### config.mk
export PLATFORM = sky130hd
export DESIGN_NAME = windowed_rate_and_eta_meter_core
export DESIGN_NICKNAME = d
export VERILOG_FILES = /design/src/design/wrem_pkg.sv /design/src/design/windowed_rate_and_eta_meter_core.sv /design/src/design/wrem_divider.sv
export SDC_FILE = /design/constraint.sdc
export NUM_CORES = 2
export LEC_CHECK = 0
export ABC_CLOCK_PERIOD_IN_PS = 32299
export BUFFER_PORTS_ARGS = -buffer_cell sky130_fd_sc_hd__buf_2
export CAP_MARGIN = 20
export CORE_ASPECT_RATIO = 0.8
export CORE_MARGIN = 2
export CORE_UTILIZATION = 61
export CTS_CLUSTER_SIZE = 14
export DETAILED_ROUTE_END_ITERATION = 8
export GPL_TIMING_DRIVEN = 0
export PLACE_DENSITY = 0.83
export SLEW_MARGIN = 15
export SYNTH_ARGS = -nofsm -noshare
export SYNTH_HDL_FRONTEND = slang
export SYNTH_SLANG_ARGS = --single-unit
### constraint.sdc
create_clock -name i_clk -period 32.3 [get_ports i_clk]
set_input_delay 6.46 -clock i_clk [delete_from_list [all_inputs] [get_ports i_clk]]
set_output_delay 6.46 -clock i_clk [all_outputs]
set_load 0.01 [all_outputs]
### src/design/wrem_pkg.sv
package wrem_pkg;

    localparam int POS_W      = 48;
    localparam int TIME_W     = 48;
    localparam int RATE_W     = 56;
    localparam int MIN_W      = 20;
    localparam int SEC_W      = 6;
    localparam int NUM_W      = 58;   // position change times 1000
    localparam int DIV_W      = 64;
    localparam int STEP_W     = 7;
    localparam int CFG_IDX_W  = 2;
    localparam int CFG_DATA_W = 48;

    localparam int MS_PER_S     = 1000;
    localparam int SECS_PER_MIN = 60;
    localparam int SECTOR_SHIFT = 9;

    typedef logic [CFG_IDX_W-1:0] t_cfg_index;

    localparam t_cfg_index CFG_TOTAL_SIZE   = 2'd0;
    localparam t_cfg_index CFG_SECTOR_UNITS = 2'd1;

    localparam logic [RATE_W-1:0] RATE_MAX = '1;
    localparam logic [MIN_W-1:0]  MIN_MAX  = '1;
    localparam logic [NUM_W-1:0]  SECTOR_RAW_MAX = NUM_W'(RATE_MAX >> SECTOR_SHIFT);

    typedef struct packed {
        logic              start;
        logic [STEP_W-1:0] steps;
        logic [DIV_W-1:0]  dividend;
        logic [DIV_W-1:0]  divisor;
    } t_div_req;

    typedef struct packed {
        logic             done;
        logic [DIV_W-1:0] quot;
        logic [DIV_W-1:0] rem;
    } t_div_rsp;

endpackage

### src/design/windowed_rate_and_eta_meter_core.sv
// Sliding-window rate and remaining-time meter.
// Input channel: one progress sample per word (position, timestamp in ms),
// valid/stall handshake; o_in_stall is high while a sample is in work.
// Output channel: one result word per sample (rate per second, estimate
// flag, minutes, seconds), valid/stall handshake from an output register.
// Configuration: write total_size (index 0) and sector_units (index 1)
// through the write port while the block is idle.
// Samples live in a window memory of WINDOW_SLOTS entries; the oldest entry
// is read in the cycle of the write and used in the next cycle.
// The result word is built through up to three divisions (58, 48 and 48
// quotient bits) in one shared divider at one bit per cycle: none when
// there is nothing to divide and only the first when the rate itself comes
// out zero. The next sample is taken the cycle after the result is loaded,
// so only one sample is in work at a time.
// Reset clears the window (empty), both registers and the output valid.
// While the receiver stalls, the result word holds; a finished second
// result waits inside until the output register frees.
module windowed_rate_and_eta_meter_core #(
    parameter int WINDOW_SLOTS = 16
) (
    input  logic                                 i_clk,
    input  logic                                 i_rst_n,
    input  logic                                 i_cfg_we,
    input  wrem_pkg::t_cfg_index                 i_cfg_index,
    input  logic [wrem_pkg::CFG_DATA_W-1:0]      i_cfg_data,
    input  logic                                 i_in_valid,
    output logic                                 o_in_stall,
    input  logic [wrem_pkg::POS_W-1:0]           i_position,
    input  logic [wrem_pkg::TIME_W-1:0]          i_time_ms,
    output logic                                 o_out_valid,
    input  logic                                 i_out_stall,
    output logic [wrem_pkg::RATE_W-1:0]          o_rate_per_second,
    output logic                                 o_eta_valid,
    output logic [wrem_pkg::MIN_W-1:0]           o_eta_minutes,
    output logic [wrem_pkg::SEC_W-1:0]           o_eta_seconds
);

    localparam int IDXW  = (WINDOW_SLOTS > 1) ? $clog2(WINDOW_SLOTS) : 1;
    localparam int CNTW  = $clog2(WINDOW_SLOTS + 1);
    localparam int MEM_W = wrem_pkg::POS_W + wrem_pkg::TIME_W;
    localparam logic [CNTW-1:0] SLOTS_C   = CNTW'(WINDOW_SLOTS);
    localparam logic [IDXW:0]   SLOTS_X   = (IDXW+1)'(WINDOW_SLOTS);
    localparam logic [IDXW-1:0] LAST_SLOT = IDXW'(WINDOW_SLOTS - 1);

    typedef enum logic [2:0] {
        ST_IDLE,
        ST_READ,
        ST_MUL,
        ST_RATE_DIV,
        ST_ETA,
        ST_MIN_DIV,
        ST_SECS_DIV,
        ST_DONE
    } t_state;

    t_state                             r_state;
    logic [IDXW-1:0]                    r_oldest;
    logic [CNTW-1:0]                    r_count;
    logic [wrem_pkg::POS_W-1:0]         r_total;
    logic                               r_sector;

    logic [MEM_W-1:0]                   r_mem [WINDOW_SLOTS];
    logic [MEM_W-1:0]                   r_rd_data;

    logic [wrem_pkg::POS_W-1:0]         r_pos;
    logic [wrem_pkg::TIME_W-1:0]        r_time;
    logic                               r_two;
    logic [wrem_pkg::TIME_W-1:0]        r_dt;
    logic                               r_dt_ok;
    logic [wrem_pkg::POS_W-1:0]         r_dp;
    logic [wrem_pkg::POS_W-1:0]         r_target;
    logic [wrem_pkg::NUM_W-1:0]         r_raw;
    logic [wrem_pkg::RATE_W-1:0]        r_rate;
    logic                               r_eta_ok;
    logic [wrem_pkg::MIN_W-1:0]         r_mins;
    logic [wrem_pkg::SEC_W-1:0]         r_secs;

    logic                               r_out_valid;
    logic [wrem_pkg::RATE_W-1:0]        r_out_rate;
    logic                               r_out_eta_valid;
    logic [wrem_pkg::MIN_W-1:0]         r_out_mins;
    logic [wrem_pkg::SEC_W-1:0]         r_out_secs;

    wrem_pkg::t_div_req                 r_div_req;
    wrem_pkg::t_div_rsp                 div_rsp;

    logic                               n_accept;
    logic                               n_full;
    logic [IDXW:0]                      n_sum;
    logic [IDXW-1:0]                    n_tail;
    logic [IDXW-1:0]                    n_next_oldest;
    logic [IDXW-1:0]                    n_wslot;
    logic [IDXW-1:0]                    n_rslot;
    logic [wrem_pkg::POS_W-1:0]         n_old_pos;
    logic [wrem_pkg::TIME_W-1:0]        n_old_time;
    logic [wrem_pkg::NUM_W-1:0]         n_num;
    logic [wrem_pkg::RATE_W-1:0]        n_rate;
    logic [wrem_pkg::POS_W-1:0]         n_remain;
    logic [wrem_pkg::DIV_W-1:0]         n_raw60;
    logic                               n_div_start;
    logic                               n_out_load;

    always_comb begin
        n_accept      = i_in_valid && (r_state == ST_IDLE);
        n_full        = (r_count == SLOTS_C);
        n_sum         = {1'b0, r_oldest} + {1'b0, r_count[IDXW-1:0]};
        n_tail        = (n_sum >= SLOTS_X) ? IDXW'(n_sum - SLOTS_X) : n_sum[IDXW-1:0];
        n_next_oldest = (r_oldest == LAST_SLOT) ? '0 : r_oldest + 1'b1;
        // a full window overwrites its oldest entry; the next one becomes oldest
        n_wslot       = n_full ? r_oldest : n_tail;
        n_rslot       = n_full ? n_next_oldest : r_oldest;

        n_old_pos  = r_rd_data[MEM_W-1:wrem_pkg::TIME_W];
        n_old_time = r_rd_data[wrem_pkg::TIME_W-1:0];
        n_num      = wrem_pkg::NUM_W'(r_dp) * wrem_pkg::NUM_W'(wrem_pkg::MS_PER_S);

        if (r_sector) begin
            n_rate = (r_raw > wrem_pkg::SECTOR_RAW_MAX) ? wrem_pkg::RATE_MAX
                   : wrem_pkg::RATE_W'(r_raw) << wrem_pkg::SECTOR_SHIFT;
        end else begin
            n_rate = (r_raw > wrem_pkg::NUM_W'(wrem_pkg::RATE_MAX)) ? wrem_pkg::RATE_MAX
                   : wrem_pkg::RATE_W'(r_raw);
        end
        n_remain = (r_target > r_pos) ? r_target - r_pos : '0;
        // rate times 60 as times 64 minus times 4; below 2^64 since the rate is below 2^58
        n_raw60  = (wrem_pkg::DIV_W'(r_raw) << 6) - (wrem_pkg::DIV_W'(r_raw) << 2);

        n_div_start = ((r_state == ST_MUL) && r_dt_ok && (r_dp != '0))
                   || ((r_state == ST_ETA) && (r_raw != '0))
                   || ((r_state == ST_MIN_DIV) && div_rsp.done);
        n_out_load  = (r_state == ST_DONE) && (!r_out_valid || !i_out_stall);
    end

    assign o_in_stall = (r_state != ST_IDLE);

    // window memory: write the new sample, read the oldest in the same cycle
    always_ff @(posedge i_clk) begin
        if (n_accept) begin
            r_mem[n_wslot] <= {i_position, i_time_ms};
            r_rd_data      <= r_mem[n_rslot];
        end
    end

    always_ff @(posedge i_clk) begin
        if (!i_rst_n) begin
            r_state         <= ST_IDLE;
            r_oldest        <= '0;
            r_count         <= '0;
            r_total         <= '0;
            r_sector        <= 1'b0;
            r_out_valid     <= 1'b0;
            r_div_req.start <= 1'b0;
        end else begin
            r_div_req.start <= n_div_start;
            if (n_out_load) begin
                r_out_valid <= 1'b1;
            end else if (!i_out_stall) begin
                r_out_valid <= 1'b0;
            end

            if (i_cfg_we) begin
                unique case (i_cfg_index)
                    wrem_pkg::CFG_TOTAL_SIZE:   r_total  <= i_cfg_data;
                    wrem_pkg::CFG_SECTOR_UNITS: r_sector <= i_cfg_data[0];
                    default: ;
                endcase
            end

            unique case (r_state)
                ST_IDLE: begin
                    if (n_accept) begin
                        r_pos    <= i_position;
                        r_time   <= i_time_ms;
                        r_two    <= n_full || (r_count != '0);
                        r_oldest <= n_full ? n_next_oldest : r_oldest;
                        r_count  <= n_full ? r_count : r_count + 1'b1;
                        r_state  <= ST_READ;
                    end
                end
                ST_READ: begin
                    r_dt     <= r_time - n_old_time;
                    r_dt_ok  <= r_two && (r_time > n_old_time);
                    r_dp     <= (r_pos > n_old_pos) ? r_pos - n_old_pos : '0;
                    r_target <= r_sector
                              ? (wrem_pkg::POS_W'(r_total >> wrem_pkg::SECTOR_SHIFT)
                                 + wrem_pkg::POS_W'(r_total[wrem_pkg::SECTOR_SHIFT-1:0] != '0))
                              : r_total;
                    r_state  <= ST_MUL;
                end
                ST_MUL: begin
                    if (r_dt_ok && (r_dp != '0)) begin
                        r_div_req.steps    <= wrem_pkg::STEP_W'(wrem_pkg::NUM_W);
                        r_div_req.dividend <= {n_num,
                                               {(wrem_pkg::DIV_W-wrem_pkg::NUM_W){1'b0}}};
                        r_div_req.divisor  <= wrem_pkg::DIV_W'(r_dt);
                        r_state            <= ST_RATE_DIV;
                    end else begin
                        r_raw   <= '0;
                        r_state <= ST_ETA;
                    end
                end
                ST_RATE_DIV: begin
                    if (div_rsp.done) begin
                        r_raw   <= div_rsp.quot[wrem_pkg::NUM_W-1:0];
                        r_state <= ST_ETA;
                    end
                end
                ST_ETA: begin
                    r_rate <= n_rate;
                    if (r_raw == '0) begin
                        r_eta_ok <= 1'b0;
                        r_mins   <= '0;
                        r_secs   <= '0;
                        r_state  <= ST_DONE;
                    end else begin
                        // whole minutes first: remaining count over 60 times the rate
                        r_eta_ok           <= 1'b1;
                        r_div_req.steps    <= wrem_pkg::STEP_W'(wrem_pkg::POS_W);
                        r_div_req.dividend <= {n_remain,
                                               {(wrem_pkg::DIV_W-wrem_pkg::POS_W){1'b0}}};
                        r_div_req.divisor  <= n_raw60;
                        r_state            <= ST_MIN_DIV;
                    end
                end
                ST_MIN_DIV: begin
                    // the remainder is at most the remaining count, so it fits in 48 bits;
                    // over the rate it gives the seconds past the whole minutes
                    if (div_rsp.done) begin
                        r_mins  <= (div_rsp.quot > wrem_pkg::DIV_W'(wrem_pkg::MIN_MAX))
                                 ? wrem_pkg::MIN_MAX : div_rsp.quot[wrem_pkg::MIN_W-1:0];
                        r_div_req.steps    <= wrem_pkg::STEP_W'(wrem_pkg::POS_W);
                        r_div_req.dividend <= {div_rsp.rem[wrem_pkg::POS_W-1:0],
                                               {(wrem_pkg::DIV_W-wrem_pkg::POS_W){1'b0}}};
                        r_div_req.divisor  <= wrem_pkg::DIV_W'(r_raw);
                        r_state            <= ST_SECS_DIV;
                    end
                end
                ST_SECS_DIV: begin
                    if (div_rsp.done) begin
                        r_secs  <= div_rsp.quot[wrem_pkg::SEC_W-1:0];
                        r_state <= ST_DONE;
                    end
                end
                ST_DONE: begin
                    // hold until the output register is free
                    if (n_out_load) begin
                        r_out_rate      <= r_rate;
                        r_out_eta_valid <= r_eta_ok;
                        r_out_mins      <= r_mins;
                        r_out_secs      <= r_secs;
                        r_state         <= ST_IDLE;
                    end
                end
                default: r_state <= ST_IDLE;
            endcase
        end
    end

    wrem_divider u_div (
        .i_clk   (i_clk),
        .i_rst_n (i_rst_n),
        .i_req   (r_div_req),
        .o_rsp   (div_rsp)
    );

    assign o_out_valid       = r_out_valid;
    assign o_rate_per_second = r_out_rate;
    assign o_eta_valid       = r_out_eta_valid;
    assign o_eta_minutes     = r_out_mins;
    assign o_eta_seconds     = r_out_secs;

endmodule

### src/design/wrem_divider.sv
module wrem_divider (
    input  logic              i_clk,
    input  logic              i_rst_n,
    input  wrem_pkg::t_div_req i_req,
    output wrem_pkg::t_div_rsp o_rsp
);

    logic                          r_busy;
    logic                          r_done;
    logic [wrem_pkg::STEP_W-1:0]   r_cnt;
    logic [wrem_pkg::DIV_W-1:0]    r_rem;
    logic [wrem_pkg::DIV_W-1:0]    r_quo;
    logic [wrem_pkg::DIV_W-1:0]    r_dvs;

    logic [wrem_pkg::DIV_W:0]      n_rem_sh;
    logic [wrem_pkg::DIV_W:0]      n_rem_sub;
    logic                          n_ge;

    // one quotient bit per cycle; the dividend arrives left-aligned so only
    // its significant bits are stepped through
    always_comb begin
        n_rem_sh  = {r_rem, r_quo[wrem_pkg::DIV_W-1]};
        n_ge      = n_rem_sh >= {1'b0, r_dvs};
        n_rem_sub = n_rem_sh - {1'b0, r_dvs};
    end

    always_ff @(posedge i_clk) begin
        if (!i_rst_n) begin
            r_busy <= 1'b0;
            r_done <= 1'b0;
            r_cnt  <= '0;
        end else begin
            r_done <= r_busy && !i_req.start && (r_cnt == wrem_pkg::STEP_W'(1));
            if (i_req.start) begin
                r_busy <= 1'b1;
                r_cnt  <= i_req.steps;
                r_rem  <= '0;
                r_quo  <= i_req.dividend;
                r_dvs  <= i_req.divisor;
            end else if (r_busy) begin
                r_rem <= n_ge ? n_rem_sub[wrem_pkg::DIV_W-1:0]
                              : n_rem_sh[wrem_pkg::DIV_W-1:0];
                r_quo <= {r_quo[wrem_pkg::DIV_W-2:0], n_ge};
                r_cnt <= r_cnt - 1'b1;
                if (r_cnt == wrem_pkg::STEP_W'(1)) begin
                    r_busy <= 1'b0;
                end
            end
        end
    end

    assign o_rsp.done = r_done;
    assign o_rsp.quot = r_quo;
    assign o_rsp.rem  = r_rem;

endmodule

==> run metrics <==
Sinks on Clock Net 2482; M2 GR Usage between 50% and 60%; I/O pins 236; postcts setup bufs 0; part of the power in combinational logic 33.6%; nets 9630; drt initial violations between 10k and 15k; CTS resizes 0; final period utilization between 20% and 30%; post-synthesis sequential area ratio ~62%; status finished with violations; Hold Path Class reg -> reg; clock share of power 26.8%; syn_area_per_cell ~14 um2; Reg2Reg Depth 21; Congestion Overflow GR 0; Placer Congestion 1.00; worst skew pair latency 0.92 ns; Avg WL per Cell 32.0 um; Final Max Slew Viols 0; DRC errors left 4; ys async rst share 0%; count of endpoints failing setup in the final report 0; crit path time final 9.16 ns; hold path depth 0; I/O Buffers approximately 230; Slew @ Worst Pin 1.22 ns; post-DP HPWL 257 mm; Internal Power 6.32 mW; FMAX 0.109 GHz; largest net degree at the start of global routing 62; Clock H-tree levels 4; most frequent cell on the critical path buf_4; maxcap violations 0; WL final 372 mm; Vias 79.0k; layout cells sized above 1 13.5%; Fin. Hold Viols 0; CTS root buf clkbuf_16; Placement Rows 144; First-pass DRT Iterations 9; CP Cell Sequence clkbuf_1 -> clkbuf_1 -> nand2_1 -> nor3_2 -> buf_4 -> buf_6 -> buf_4 -> buf_4 -> buf_4 -> buf_4; area of the mapped netlist around 120000 um2; #FFs+latches synth between 2k and 2.5k; CORE AREA 193000 um2; RSZ-0062 raised after global routing false; Worst-path clk slew 0.06 ns; CP max stage cell clkbuf_1; most frequent cells in the layout edfxtp_1 (2410), nand2_1 (631), inv_1 (597); TritonCTS clock tree yes; Syn Nets 9056; die area 197000 um2; grt peak-use layer met2; Die W 496 um; Pleak 47.6 nW; first-pass GRT wire length 531 mm; highest ir drop seen on vdd 0.0766 mV; Setup TNS 0 ns; Worst Path Required around 33 ns; vias in the first global route 77.1k; Vias/cell 6.79; DIE HEIGHT 398 um; Clock Skews 0.125 ns; Net Sw Frac approximately 35%; critical path depth 10; family with the most delay on the worst path buffers and inverters; CP arrival 9.69 ns; Hold Buf Count CTS 0; Worst Setup Start Kind input pin; kind of critical path in -> reg; initial antenna violation count 35; number of synthesized flops with an enable pin 2410; GR Util met1 49.9%; gr usage total between 30% and 40%; Top FF cell, synth edfxtp_1; sw power 3.46 mW; Cell variety after synth 91; hold_ws 0.354 ns; CP endpoint kind register; M3 GR Usage roughly 10%; Largest stage delay, worst path 0.84 ns; worst path buffer plus inverter count 8; fill count 12.2k; antenna viol nets, final 0; relative slew slack a little under a fifth; area occupied by multi-input gates 40900 um2; failing checks design-rule violations; Post-Syn Instances 8304; Area Growth Syn to Fin 11.8%; initial cell density of the core 61.4%; Crit Path Max Fanout 13; Seq. cell area 73800 um2; Cell Pwr Density 73.9 nW/um2; total CTS buffers 221; most common cell after layout, fill and taps aside edfxtp_1; Clock Path Buffers 3; Ys Warns 0; sequential share of power 39.6%
-- cell families after synthesis --
kind of cell	after synthesis	share of synthesized area, %
flops	2482	62.4
simple gates	1751	6.99
compound gates	1665	9.17
buf+inv	981	3.17
fa+ha+maj	601	7.53
mux	490	8.27
xor+xnor	334	2.47
-- per-layer routing --
metal	vias up	share of wire (%)
met5	-	0.033
met4	16	6.7
met3	1359	13
met2	6349	45
met1	38800	35
li1	32500	-
-- cell usage after synthesis (16+ instances only) --
master / number / share of area, %
o31a_1: 17 / 0.13
o221ai_1: 20 / 0.15
and4_1: 17 / 0.13
edfxtp_1: 2410 / 61
fa_1: 185 / 3.1
xor2_1: 146 / 1.1
a22oi_1: 21 / 0.13
nor3_1: 59 / 0.25
a31oi_1: 137 / 0.72
a21o_1: 160 / 1.0
dfxtp_1: 72 / 1.2
mux2i_1: 49 / 0.41
nand4_1: 95 / 0.50
o21bai_1: 56 / 0.36
o211ai_1: 30 / 0.19
a211oi_1: 129 / 0.82
a21boi_0: 63 / 0.40
o21ai_0: 276 / 1.2
nand2b_1: 39 / 0.21
nor2_1: 407 / 1.3
o21a_1: 77 / 0.49
inv_1: 597 / 1.9
and2_1: 184 / 0.97
mux2_2: 57 / 0.54
clkbuf_1: 299 / 0.95
xnor2_1: 188 / 1.4
nor2b_1: 61 / 0.32
nand3_1: 106 / 0.45
and3_1: 58 / 0.31
mux4_2: 384 / 7.3
o22a_1: 49 / 0.36
buf_1: 35 / 0.11
a221oi_1: 16 / 0.12
buf_2: 47 / 0.20
ha_1: 416 / 4.4
a21oi_1: 448 / 1.9
nand2_1: 631 / 2.0
nor4_1: 33 / 0.17
o31ai_1: 22 / 0.14
-- worst register-to-register path, stage by stage (launching register included) --
cell and delay, ns:
edfxtp_1 0.47, inv_1 0.17, fa_1 0.55, inv_1 0.04
ha_1 0.31, xnor2_1 0.23, fa_1 0.44, fa_1 0.51
inv_1 0.04, ha_1 0.26, clkbuf_1 0.28, nand2_1 0.08
o21ai_0 0.23, a221o_1 0.31, a22oi_2 0.18, nor4b_1 0.71
o21bai_1 0.23, a31o_2 0.26, o31ai_1 0.32, mux2i_1 0.72
nand2_1 0.13, o211ai_1 0.17
-- worst paths after layout --
path	startpoint	end	slack (ns)
hold / removal	r_div_req[55]$_DFFE_PP_	u_div.r_dvs[55]$_DFFE_PP_	0.35
setup reg to reg	r_dp[4]$_SDFFCE_PP0P_	r_div_req[126]$_DFFE_PP_	25.43
setup / recovery	i_rst_n	r_dp[24]$_SDFFCE_PP0P_	23.14
hold reg to reg	r_div_req[55]$_DFFE_PP_	u_div.r_dvs[55]$_DFFE_PP_	0.35
-- power by group through the flow --
stage                     clock network, mW  registers (mW)  logic (mW)
after floorplan                           0            3.89        2.02
after global placement                    0            3.95        3.09
after detailed placement                  0            3.92        3.16
after CTS                              2.61            3.86        3.21
after global routing                   2.72            3.87        3.49
final                                  2.62            3.87        3.29
-- registers in the layout, summed over array words and instances (netlist names), 56 cells and up --
name,count
r_mem,1536
r_div_req,121
r_rd_data,96
u_div.r_dvs,64
u_div.r_quo,64
u_div.r_rem,64
r_raw,58
o_rate_per_second,56
r_rate,56
-- final cells by class --
type	instances	share of cell area, %
clock inverters	92	0.731
flip-flops and latches	2482	55.8
inverters	598	1.70
diodes	27	0.0511
repair buffers	351	2.65
well taps	2555	2.42
multi-input cells	4841	30.9
plain buffers	383	1.15
clock buffers	305	4.58
-- per-stage QoR --
step / util [%] / cells / total power [mW] / setup WS (ns) / area [um2]
6_report: 68.7 / 11600 / 9.77 / 23.14 / 132000
5_1_grt: 68.7 / 11600 / 10.1 / 23.09 / 132000
4_1_cts: 68.7 / 11600 / 9.68 / 23.35 / 132000
3_5_place_dp: 65.0 / 11200 / 7.09 / 22.62 / 125000
3_3_place_gp: 63.7 / 11100 / 7.03 / 10.37 / 123000
2_1_floorplan: - / 8304 / 5.91 / 14.72 / 118000
(Power assumes the default switching activity.)
